===== src/hw/rtl/assert_macros.svh =====
`ifndef ASSERT_MACROS_SVH
`define ASSERT_MACROS_SVH

// concurrent check on clk_i, quiet while rst_ni is low
`define BGR_ASSERT(lbl, prop, msg) \
  lbl: assert property (@(posedge clk_i) disable iff (!rst_ni) prop) \
    else $error(msg);

// same-cycle implication
`define BGR_ASSERT_IMP(lbl, ante, cons, msg) \
  `BGR_ASSERT(lbl, (ante) |-> (cons), msg)

`endif


===== src/hw/rtl/bgr_pkg.sv =====
package bgr_pkg;

  localparam int unsigned BITMAP_BYTES_DEF = 8192;
  localparam int unsigned MAX_ROWS_DEF     = 32;
  localparam int unsigned QUEUE_DEPTH      = 2;
  // hard cap on rows per character
  localparam int unsigned ROW_CAP          = 32;
  localparam int unsigned ADDR_W_MAX       = 16;
  localparam int unsigned MASK_W           = 15;

  // reset values of the configuration registers
  localparam logic [5:0] GLYPH_ROWS_RST    = 6'd8;
  localparam logic [7:0] ROW_STRIDE_RST    = 8'd1;
  localparam logic [5:0] SPACE_ADV_RST     = 6'd2;
  localparam logic [5:0] CHAR_GAP_RST      = 6'd0;

  typedef enum logic [1:0] {
    CMD_START   = 2'd0,
    CMD_DRAW    = 2'd1,
    CMD_WR_DESC = 2'd2,
    CMD_WR_BMP  = 2'd3
  } cmd_e;

  typedef enum logic [1:0] {
    CFG_GLYPH_ROWS = 2'd0,
    CFG_ROW_STRIDE = 2'd1,
    CFG_SPACE_ADV  = 2'd2,
    CFG_CHAR_GAP   = 2'd3
  } cfg_idx_e;

  typedef enum logic [1:0] {
    ST_IDLE = 2'd0,
    ST_DESC = 2'd1,
    ST_ROWS = 2'd2
  } back_state_e;

  // classified command; addr is already wrapped for the target store
  typedef struct packed {
    cmd_e                  cmd;
    logic [9:0]            x_pos;
    logic [7:0]            y_pos;
    logic [7:0]            ink;
    logic [7:0]            char_code;
    logic [ADDR_W_MAX-1:0] addr;
    logic [15:0]           data;
  } cmd_t;

  typedef struct packed {
    logic [5:0] glyph_rows;
    logic [7:0] row_stride;
    logic [5:0] space_advance;
    logic [5:0] char_gap;
  } cfg_t;

endpackage


===== src/hw/rtl/bgr_front.sv =====
`include "assert_macros.svh"

module bgr_front import bgr_pkg::*; #(
  parameter int unsigned BITMAP_BYTES = BITMAP_BYTES_DEF
) (
  input  logic        clk_i,
  input  logic        rst_ni,
  input  logic        in_valid_i,
  output logic        in_ready_o,
  input  logic [1:0]  in_cmd_i,
  input  logic [63:0] in_data_i,
  output logic        push_valid_o,
  input  logic        push_ready_i,
  output cmd_t        push_item_o
);

  // 13-bit address against a memory of at least 256 bytes: four halvings suffice
  localparam int WRAP_SHIFT = 4;

  logic        valid_q;
  cmd_t        item_q;
  cmd_t        item_d;
  logic [12:0] bmp_addr;

  always_comb begin
    logic [12:0] v;
    v = in_data_i[46:34];
    for (int k = WRAP_SHIFT; k >= 0; k--) begin
      if (32'(v) >= (32'(BITMAP_BYTES) << k)) begin
        v = v - 13'(32'(BITMAP_BYTES) << k);
      end
    end
    bmp_addr = v;
  end

  always_comb begin
    item_d.cmd       = cmd_e'(in_cmd_i);
    item_d.x_pos     = in_data_i[9:0];
    item_d.y_pos     = in_data_i[17:10];
    item_d.ink       = in_data_i[25:18];
    item_d.char_code = in_data_i[33:26];
    item_d.data      = in_data_i[62:47];
    if (item_d.cmd == CMD_WR_DESC) begin
      item_d.addr = ADDR_W_MAX'(in_data_i[41:34]);
    end else begin
      item_d.addr = ADDR_W_MAX'(bmp_addr);
    end
  end

  assign in_ready_o   = !valid_q || push_ready_i;
  assign push_valid_o = valid_q;
  assign push_item_o  = item_q;

  always_ff @(posedge clk_i or negedge rst_ni) begin
    if (!rst_ni) begin
      valid_q <= 1'b0;
    end else if (in_ready_o) begin
      valid_q <= in_valid_i;
    end
  end

  always_ff @(posedge clk_i) begin
    if (in_ready_o && in_valid_i) begin
      item_q <= item_d;
    end
  end

  `BGR_ASSERT_IMP(a_front_bmp_wrap, valid_q && item_q.cmd == CMD_WR_BMP, 32'(item_q.addr) < 32'(BITMAP_BYTES), "bitmap write address not wrapped")

endmodule


===== config.mk =====
export PLATFORM = sky130hd
export DESIGN_NAME = bgr_front
export DESIGN_NICKNAME = d
export VERILOG_FILES = /design/src/hw/rtl/bgr_pkg.sv /design/src/hw/rtl/bgr_front.sv
export VERILOG_INCLUDE_DIRS = /design/src /design/src/hw/rtl
export SDC_FILE = /design/constraint.sdc
export NUM_CORES = 1
export LEC_CHECK = 0
export BUFFER_PORTS_ARGS = -buffer_cell sky130_fd_sc_hd__buf_2
export CAP_MARGIN = 0
export CORE_MARGIN = 2
export CORE_UTILIZATION = 40
export DETAILED_ROUTE_END_ITERATION = 16
export PLACE_DENSITY_LB_ADDON = 0.12
export SYNTH_ARGS = -nofsm -noshare
export SYNTH_HDL_FRONTEND = slang
export SYNTH_SLANG_ARGS = --single-unit

===== constraint.sdc =====
create_clock -name clk_i -period 2.6 [get_ports clk_i]
set_input_delay 0.13 -clock clk_i [delete_from_list [all_inputs] [get_ports clk_i]]
set_output_delay 0.13 -clock clk_i [all_outputs]
set_load 0.1 [all_outputs]

==> results.cfg <==
[critical_path]
startpoint = push_valid_o
cp_cell_sequence = nand2b_4, and2_4
cp_max_fo = 65
critPathMaxStageDelay_ps = 680
crit_required_ps = 2540
cp_top_family = simple AND/OR/NAND/NOR gates
cp-start-kind = register
r2r_slack_ps = 1020
crit_buf_inv = 0
crit_type = reg2reg
r2r_start = push_valid_o
arrival_ps = 1510
slowest_stage = and2_4
crit_path_end_kind = register

[timing]
worst_slew_pin_slew_ps = 811
drv_slew = 0
fmax_ghz = 0.635
fin_crit_ps = 1580
relSlewSlack = 0.459
grt_setup_unrepaired = no
hold_viol = 0
skew_ps = 6.79
worst_hold_slack_ps = 21.7
finalSetupViolCount = 0
tns_ps = 0
fin_ws_ps = 1020
period_share = 0.606

[worst_hold_path]
hold_path_class = in2reg
hp-start = in_valid_i

[clocking]
cts_buffers = 9
clock-sinks = 66
htreeDepth = 3
root_buffer = clkbuf_8
cts.reportedPaths.clkPinSlew_ps = 60
cts_buffer_depth = 2
postCtsResizedCells = 0
clock_latency_ps = 310
cts_setup_buffers = 0
cts_tree = done

[outcome]
status = finished, final reports clean

[global_route]
grt_first_pass_wirelength_mm = 7.47
grt-ovfl-total = 0
track_usage = 0.167
grt_pass1_vias = 1614
antenna_found_initial = 0
grt_max_degree = 66

[job]
maxCapViolCount = 0

[routing]
drtIter0Drc = 80
drt_pass1_iterations = 4
finalWirelength_mm = 4.83
vias_per_cell = 4.25
vias = 1526
drc = 0
wl_per_cell_um = 13.5
detail-route-antenna-nets = 0

[logic_synthesis]
synth.distinct_cells = 8
syn_inst = 79
synth_warnings = 0
synth.area.top_cells = edfxtp_1 94%, nand2b_4 1.3%, and2_1 1.2%
synth_area_per_cell_um2 = 26.3
yosysSeqAreaShare = 0.951
ys_ff_latch = 66
synth_top_area_cell = edfxtp_1
syn-cell-area_mm2 = 0.00208
synth_top_area_frac = 0.939

[die]
core_area_mm2 = 0.00507
ioPinCount = 140
die_x_um = 76.1
start_util = 0.410
die_y_um = 76.1
rows = 26
die_area_mm2 = 0.00579

[cells_and_area]
layout.nets = 354
num_antenna_cells = 0
final_area_mm2 = 0.00361
most-common-layout-cells = 135 x buf_2, 65 x edfxtp_1, 60 x dlygate4sd3_1, 9 x clkbuf_8, 4 x and2_1
drive_gt1_frac = 0.519
areaGrowthSynthToFinish_pct = 73.4
finish.utilization = 0.711
final_common_cell = buf_2

[power]
p_per_area_mw_per_mm2 = 742
ir_drop_mv = 0.415
power_leakage_nw = 1.55

[placed_design]
port_buffers = 135
gp_congestion = 0.662
place_ws_ps = 1010
post_dp_cell_area_mm2 = 0.00283
-- registers in the layout (all words and copies together), names as in the netlist --
register      flops
push_valid_o      1
push_item_o      65
-- worst paths after layout --
path	endpoint	cells past startpoint
setup reg to reg	push_item_o[22]	2
min in group asynchronous	push_valid_o	2
max in group asynchronous	push_valid_o	2
setup / recovery	push_item_o[22]	2
hold / removal	push_valid_o	2
hold reg to reg	push_valid_o	2
-- cells by family (layout without fill, tap and decap cells) --
| family | Yosys count | in the layout | synth area share |
|---|---|---|---|
| buf+inv | 3 | 211 | 0.0108 |
| flops | 66 | 66 | 0.951 |
| simple gates | 9 | 9 | 0.0367 |
| other cells | 1 | 3 | 0.00180 |
-- per-layer routing --
metal,global-route usage,vias to the layer above,part of all wire
met5,0,-,0
met4,0.0909,0,0.020
met3,0.0474,11,0.070
met2,0.296,94,0.53
met1,0.182,712,0.38
li1,-,709,-
-- what timing repair did --
item | 4_1_cts | 5_1_grt
endpoints found under the setup margin | 0 | 0
endpoints found under the hold margin | 60 | 0
hold buffers | 60 | 0
-- cell type report --
cell class	count	area, um2
clock buffers	12	135
clock inverters	4	42.5
well taps	70	87.6
fillers	352	1470
flip-flops and latches	66	1980
multi-input cells	12	87.6
repair buffers	195	1280
-- worst reg2reg max path, stage by stage (launching register included) --
cell	delay (ps)
dfrtp_1	410
nand2b_4	90
and2_4	680
-- power breakdown --
| part | leakage [nW] | switching [mW] | internal, mW | total (mW) |
|---|---|---|---|---|
| logic | 0.830 | 0.508 | 0.138 | 0.646 |
| clock network | 0.0894 | 0.339 | 0.436 | 0.775 |
| registers | 0.631 | 0.0143 | 1.24 | 1.26 |
| total | 1.55 | 0.861 | 1.82 | 2.68 |
-- stage by stage --
| stage | cells | total power, mW |
|---|---|---|
| floorplan | 81 | 1.75 |
| global placement | 283 | 1.84 |
| detailed placement | 283 | 1.85 |
| CTS | 359 | 2.70 |
| global route | 359 | 2.76 |
| finish | 359 | 2.68 |
-- synthesized netlist by cell type --
| cell | instances |
|---|---|
| dfrtp_1 | 1 |
| and2_1 | 4 |
| and2_4 | 2 |
| edfxtp_1 | 65 |
| nand2b_1 | 1 |
| conb_1 | 1 |
| nand2b_4 | 2 |
| buf_4 | 3 |
Note: power is estimated with default switching activity, not from simulation.
