`src/hw/rtl/assert_macros.svh`:
```
`ifndef ASSERT_MACROS_SVH
`define ASSERT_MACROS_SVH

// concurrent check on clk_i, quiet while rst_ni is low
`define BGR_ASSERT(lbl, prop, msg) \
  lbl: assert property (@(posedge clk_i) disable iff (!rst_ni) prop) \
    else $error(msg);

// same-cycle implication
`define BGR_ASSERT_IMP(lbl, ante, cons, msg) \
  `BGR_ASSERT(lbl, (ante) |-> (cons), msg)

`endif

```
`src/hw/rtl/bgr_pkg.sv`:
```
package bgr_pkg;

  localparam int unsigned BITMAP_BYTES_DEF = 8192;
  localparam int unsigned MAX_ROWS_DEF     = 32;
  localparam int unsigned QUEUE_DEPTH      = 2;
  // hard cap on rows per character
  localparam int unsigned ROW_CAP          = 32;
  localparam int unsigned ADDR_W_MAX       = 16;
  localparam int unsigned MASK_W           = 15;

  // reset values of the configuration registers
  localparam logic [5:0] GLYPH_ROWS_RST    = 6'd8;
  localparam logic [7:0] ROW_STRIDE_RST    = 8'd1;
  localparam logic [5:0] SPACE_ADV_RST     = 6'd2;
  localparam logic [5:0] CHAR_GAP_RST      = 6'd0;

  typedef enum logic [1:0] {
    CMD_START   = 2'd0,
    CMD_DRAW    = 2'd1,
    CMD_WR_DESC = 2'd2,
    CMD_WR_BMP  = 2'd3
  } cmd_e;

  typedef enum logic [1:0] {
    CFG_GLYPH_ROWS = 2'd0,
    CFG_ROW_STRIDE = 2'd1,
    CFG_SPACE_ADV  = 2'd2,
    CFG_CHAR_GAP   = 2'd3
  } cfg_idx_e;

  typedef enum logic [1:0] {
    ST_IDLE = 2'd0,
    ST_DESC = 2'd1,
    ST_ROWS = 2'd2
  } back_state_e;

  // classified command; addr is already wrapped for the target store
  typedef struct packed {
    cmd_e                  cmd;
    logic [9:0]            x_pos;
    logic [7:0]            y_pos;
    logic [7:0]            ink;
    logic [7:0]            char_code;
    logic [ADDR_W_MAX-1:0] addr;
    logic [15:0]           data;
  } cmd_t;

  typedef struct packed {
    logic [5:0] glyph_rows;
    logic [7:0] row_stride;
    logic [5:0] space_advance;
    logic [5:0] char_gap;
  } cfg_t;

endpackage

```
`src/hw/rtl/bgr_queue.sv`:
```
`include "assert_macros.svh"

module bgr_queue import bgr_pkg::*; #(
  parameter int unsigned DEPTH = QUEUE_DEPTH
) (
  input  logic clk_i,
  input  logic rst_ni,
  input  logic push_valid_i,
  output logic push_ready_o,
  input  cmd_t push_item_i,
  output logic pop_valid_o,
  input  logic pop_ready_i,
  output cmd_t pop_item_o
);

  localparam int PW = (DEPTH > 1) ? $clog2(DEPTH) : 1;
  localparam int CW = $clog2(DEPTH + 1);

  cmd_t          slot_q [DEPTH];
  logic [PW-1:0] wr_ptr_q;
  logic [PW-1:0] rd_ptr_q;
  logic [CW-1:0] cnt_q;
  logic          push;
  logic          pop;

  assign push_ready_o = cnt_q != CW'(DEPTH);
  assign pop_valid_o  = cnt_q != '0;
  assign pop_item_o   = slot_q[rd_ptr_q];
  assign push         = push_valid_i && push_ready_o;
  assign pop          = pop_valid_o && pop_ready_i;

  always_ff @(posedge clk_i or negedge rst_ni) begin
    if (!rst_ni) begin
      wr_ptr_q <= '0;
      rd_ptr_q <= '0;
      cnt_q    <= '0;
    end else begin
      if (push) begin
        wr_ptr_q <= (wr_ptr_q == PW'(DEPTH - 1)) ? '0 : wr_ptr_q + 1'b1;
      end
      if (pop) begin
        rd_ptr_q <= (rd_ptr_q == PW'(DEPTH - 1)) ? '0 : rd_ptr_q + 1'b1;
      end
      if (push && !pop) begin
        cnt_q <= cnt_q + 1'b1;
      end else if (pop && !push) begin
        cnt_q <= cnt_q - 1'b1;
      end
    end
  end

  always_ff @(posedge clk_i) begin
    if (push) begin
      slot_q[wr_ptr_q] <= push_item_i;
    end
  end

  `BGR_ASSERT_IMP(a_queue_ptr_cnt, wr_ptr_q == rd_ptr_q, cnt_q == '0 || cnt_q == CW'(DEPTH), "queue pointers disagree with count")

endmodule

```
`config.mk`:
```
export PLATFORM = sky130hd
export DESIGN_NAME = bgr_queue
export DESIGN_NICKNAME = d
export VERILOG_FILES = /design/src/hw/rtl/bgr_pkg.sv /design/src/hw/rtl/bgr_queue.sv
export VERILOG_INCLUDE_DIRS = /design/src /design/src/hw/rtl
export SDC_FILE = /design/constraint.sdc
export NUM_CORES = 1
export LEC_CHECK = 0
export BUFFER_PORTS_ARGS = -buffer_cell sky130_fd_sc_hd__buf_2
export CAP_MARGIN = 20
export CORE_MARGIN = 5
export CORE_UTILIZATION = 56
export DETAILED_ROUTE_END_ITERATION = 7
export GPL_TIMING_DRIVEN = 0
export PLACE_DENSITY_LB_ADDON = 0.3
export REMOVE_ABC_BUFFERS = 1
export SYNTH_ARGS = -nofsm -noshare
export SYNTH_HDL_FRONTEND = slang
export SYNTH_SLANG_ARGS = --single-unit
```
`constraint.sdc`:
```
create_clock -name clk_i -period 9.8 [get_ports clk_i]
set_clock_uncertainty 0.1 [all_clocks]
set_input_delay 0 -clock clk_i [delete_from_list [all_inputs] [get_ports clk_i]]
set_output_delay 0 -clock clk_i [all_outputs]
set_load 0.05 [all_outputs]
```
==> impl_metrics.csv <==
group,metric,value,unit
status,status,"complete, no violations",
sta,max_freq,463,MHz
setup_path,critPathCaptureType,"primary output",
cts,cts_tree,"yes",
setup_path,r2r-start,"cnt_q[0]$_DFFE_PN0P_",
cells_and_area,final_common_cell,"buf_2",
yosys,synth_top_area_share,79.4,%
detailed_routing,ant_nets,0,
setup_path,ff2ff_path_depth,3,
setup_path,path_cells,"buf_16 > mux2_2 > buf_2",
run,maxCapViolCount,0,
cells_and_area,area_delta_synth_final,43.1,%
sta,finalHoldViolCount,0,
setup_path,start_kind,"flip-flop",
cts,cts.sinks,140,
yosys,synth_cell_type_count,16,
cts,numCtsBuffers,17,
sta,slew_headroom,68.8,%
floorplanning,dieArea,11200,µm²
yosys,synth_top_cell_by_area,"edfxtp_1",
sta,fin_tns_setup,0,ns
global_routing,grt_max_degree,52,
setup_path,critical_path.max_stage_delay,0.62,ns
setup_path,crit_path_start,"rd_ptr_q$_DFFE_PN0P_",
yosys,synth_cells,230,
placed_design,io_buffers,141,
detailed_routing,wl_per_cell,18.4,µm
yosys,yosysSeqAreaShare,81.3,%
sta,maxSlewViolCount,0,
global_routing,grt_pass1_wl,16700,µm
detailed_routing,drt_pass1_iterations,4,
yosys,synth_seq_cells,140,
detailed_routing,drc,0,
yosys,synth_area_leaders,"edfxtp_1 (79%), mux2_2 (13%), mux2_4 (2.9%)",
setup_path,r2r_setup_slack,8.01,ns
setup_path,path_max_fanout,51,
power_and_ir_drop,pwr-share-seq,34.7,%
placed_design,gp_congestion,0.688,
power_and_ir_drop,p_int,1.54,mW
setup_path,critical_path.endpoint,"pop_item_o[47]",
cts,cts_buffer_depth,2,
detailed_routing,routed_wl,10700,µm
floorplanning,core-area,9110,µm²
yosys,netlist_area,5140,µm²
yosys,yosysWarnings,0,
floorplanning,start_util,56.5,%
detailed_routing,vias,2942,
sta,min_period,2.16,ns
cts,clk_pin_slew,0.06,ns
sta,worstMarginPinSlew,0.469,ns
setup_path,worstSetupPathType,"reg -> out",
placed_design,dp_hpwl,5750,µm
setup_path,slowest_stage,"dfrtp_4",
sta,rsz0062_at_grt,"false",
setup_path,critPathRequiredTime,9.70,ns
floorplanning,die_y,106,µm
detailed_routing,drt-vias-per-instance,5.06,
floorplanning,die_x,106,µm
floorplanning,io_pins,142,
global_routing,grt_pass1_vias,3228,
power_and_ir_drop,power_frac_clock,25.8,%
cells_and_area,final_nets,531,
hold_path,min_path_type,"in -> reg",
power_and_ir_drop,p_sw_share,39.2,%
global_routing,track_usage,19.9,%
global_routing,antenna_found_initial,0,
sta,min_period_over_period,22.0,%
setup_path,worstReg2RegEnd,"slot_q[1][42]$_DFFE_PP_",
sta,timing.final.ws_setup,7.64,ns
placed_design,pre_cts_ws,7.99,ns
power_and_ir_drop,p_switching,0.991,mW
power_and_ir_drop,leakagePower,2.85,nW
sta,final-setup-viol-count,0,
cells_and_area,final_cell_mix,"buf_2 (141), edfxtp_1 (136), dlygate4sd3_1 (72)",
cells_and_area,n_antenna_cell,0,
setup_path,cp.arrival,2.06,ns
cells_and_area,drive_above_1_share,52.3,%
cts,clk_latency,0.49,ns
power_and_ir_drop,power_frac_comb,39.5,%
detailed_routing,drt_iter0_drc,100,
cts,htree_levels,4,
yosys,syn_area_per_cell,22.4,µm²
power_and_ir_drop,p_per_area,343,nW/µm²
cts,cts_resized,0,
floorplanning,num_rows,35,
power_and_ir_drop,vdd.ir_drop.worst,0.000224,V
global_routing,globalRouteOverflowTotal,0,
cts,cts-root-buf,"clkbuf_8",
==> cells in the mapped netlist <==
| library cell | number |
|---|---|
| and3_1 | 1 |
| buf_2 | 5 |
| buf_6 | 2 |
| buf_8 | 1 |
| dfrtp_1 | 4 |
| edfxtp_1 | 136 |
| ha_1 | 1 |
| inv_1 | 1 |
| mux2_2 | 58 |
| mux2_4 | 10 |
| nand2_1 | 2 |
| nand2b_1 | 1 |
| nor2_1 | 2 |
| or2_2 | 1 |
| xnor2_1 | 3 |
| xor2_1 | 2 |
==> how the worst min path moves through the flow <==
stage / startpoint / end / slack (ns) / cells after the start
2_1_floorplan: rst_ni / cnt_q[0]$_DFFE_PN0P_ / -0.40 / 0
3_3_place_gp: rst_ni / wr_ptr_q$_DFFE_PN0P_ / -0.29 / 1
3_5_place_dp: rst_ni / cnt_q[0]$_DFFE_PN0P_ / -0.29 / 1
4_1_cts: push_item_i[28] / slot_q[0][28]$_DFFE_PP_ / 0.09 / 2
5_1_grt: push_item_i[46] / slot_q[1][46]$_DFFE_PP_ / 0.09 / 2
6_report: push_item_i[46] / slot_q[0][46]$_DFFE_PP_ / 0.12 / 2
==> metrics by stage <==
| step | power (mW) | cell area, µm² | std cells | utilization, % | hold slack [ns] |
|---|---|---|---|---|---|
| 2_1_floorplan | 1.64 | 5080 | 222 | - | -0.396 |
| 3_3_place_gp | 1.85 | 5930 | 474 | 65.1 | -0.294 |
| 3_5_place_dp | 1.86 | 6030 | 478 | 66.2 | -0.286 |
| 4_1_cts | 2.54 | 7360 | 581 | 80.8 | 0.0869 |
| 5_1_grt | 2.63 | 7360 | 581 | 80.8 | 0.0866 |
| 6_report | 2.53 | 7360 | 581 | 80.8 | 0.116 |
==> state kept, by name (all words and copies together) (netlist names) <==
signal / count
cnt_q: 2
wr_ptr_q: 1
rd_ptr_q: 1
slot_q: 136
==> cell type report <==
type | instances | area, µm²
fill | 501 | 1750
inverter | 1 | 3.75
multi-input combinational | 81 | 906
clock inverter | 13 | 190
timing repair buffer | 217 | 1510
sequential | 140 | 4190
clock buffer | 18 | 418
tap | 111 | 139
==> per-layer routing <==
layer	global-route usage, %	wire length, µm	up-vias	share of wire (%)
met5	0	0	-	0
met1	21.9	4030	1457	38
li1	-	-	1367	-
met3	6.92	633	10	5.9
met2	36.1	5930	108	55
met4	5.92	109	0	1.0
==> power by group through the flow <==
| stage | combinational (mW) | clock (mW) | sequential [mW] |
|---|---|---|---|
| global route | 1.04 | 0.697 | 0.886 |
| floorplan | 0.735 | 0 | 0.905 |
| CTS | 1.00 | 0.663 | 0.874 |
| global placement | 0.918 | 0 | 0.935 |
| detailed placement | 0.978 | 0 | 0.884 |
| finish | 0.999 | 0.652 | 0.876 |
==> cell families after synthesis <==
family,after synthesis,synth area share [%]
AND/OR/NAND/NOR,7,0.657
multiplexers,68,15.6
XOR/XNOR,5,0.852
buffers and inverters,9,1.29
flip-flops,140,81.3
adder cells (fa/ha/maj),1,0.243
==> worst max-delay path, delay by kind of cell (launching register included) <==
kind	cells	cell delay, ns
muxes	1	0.38
buffers and inverters	2	0.55
DFF	1	0.62
==> what timing repair did <==
action                                 4_1_cts  5_1_grt
buffers inserted                             0        0
hold buffers                                72        0
endpoints found under the hold margin      149        0
Power figures use the tool's default switching activity.
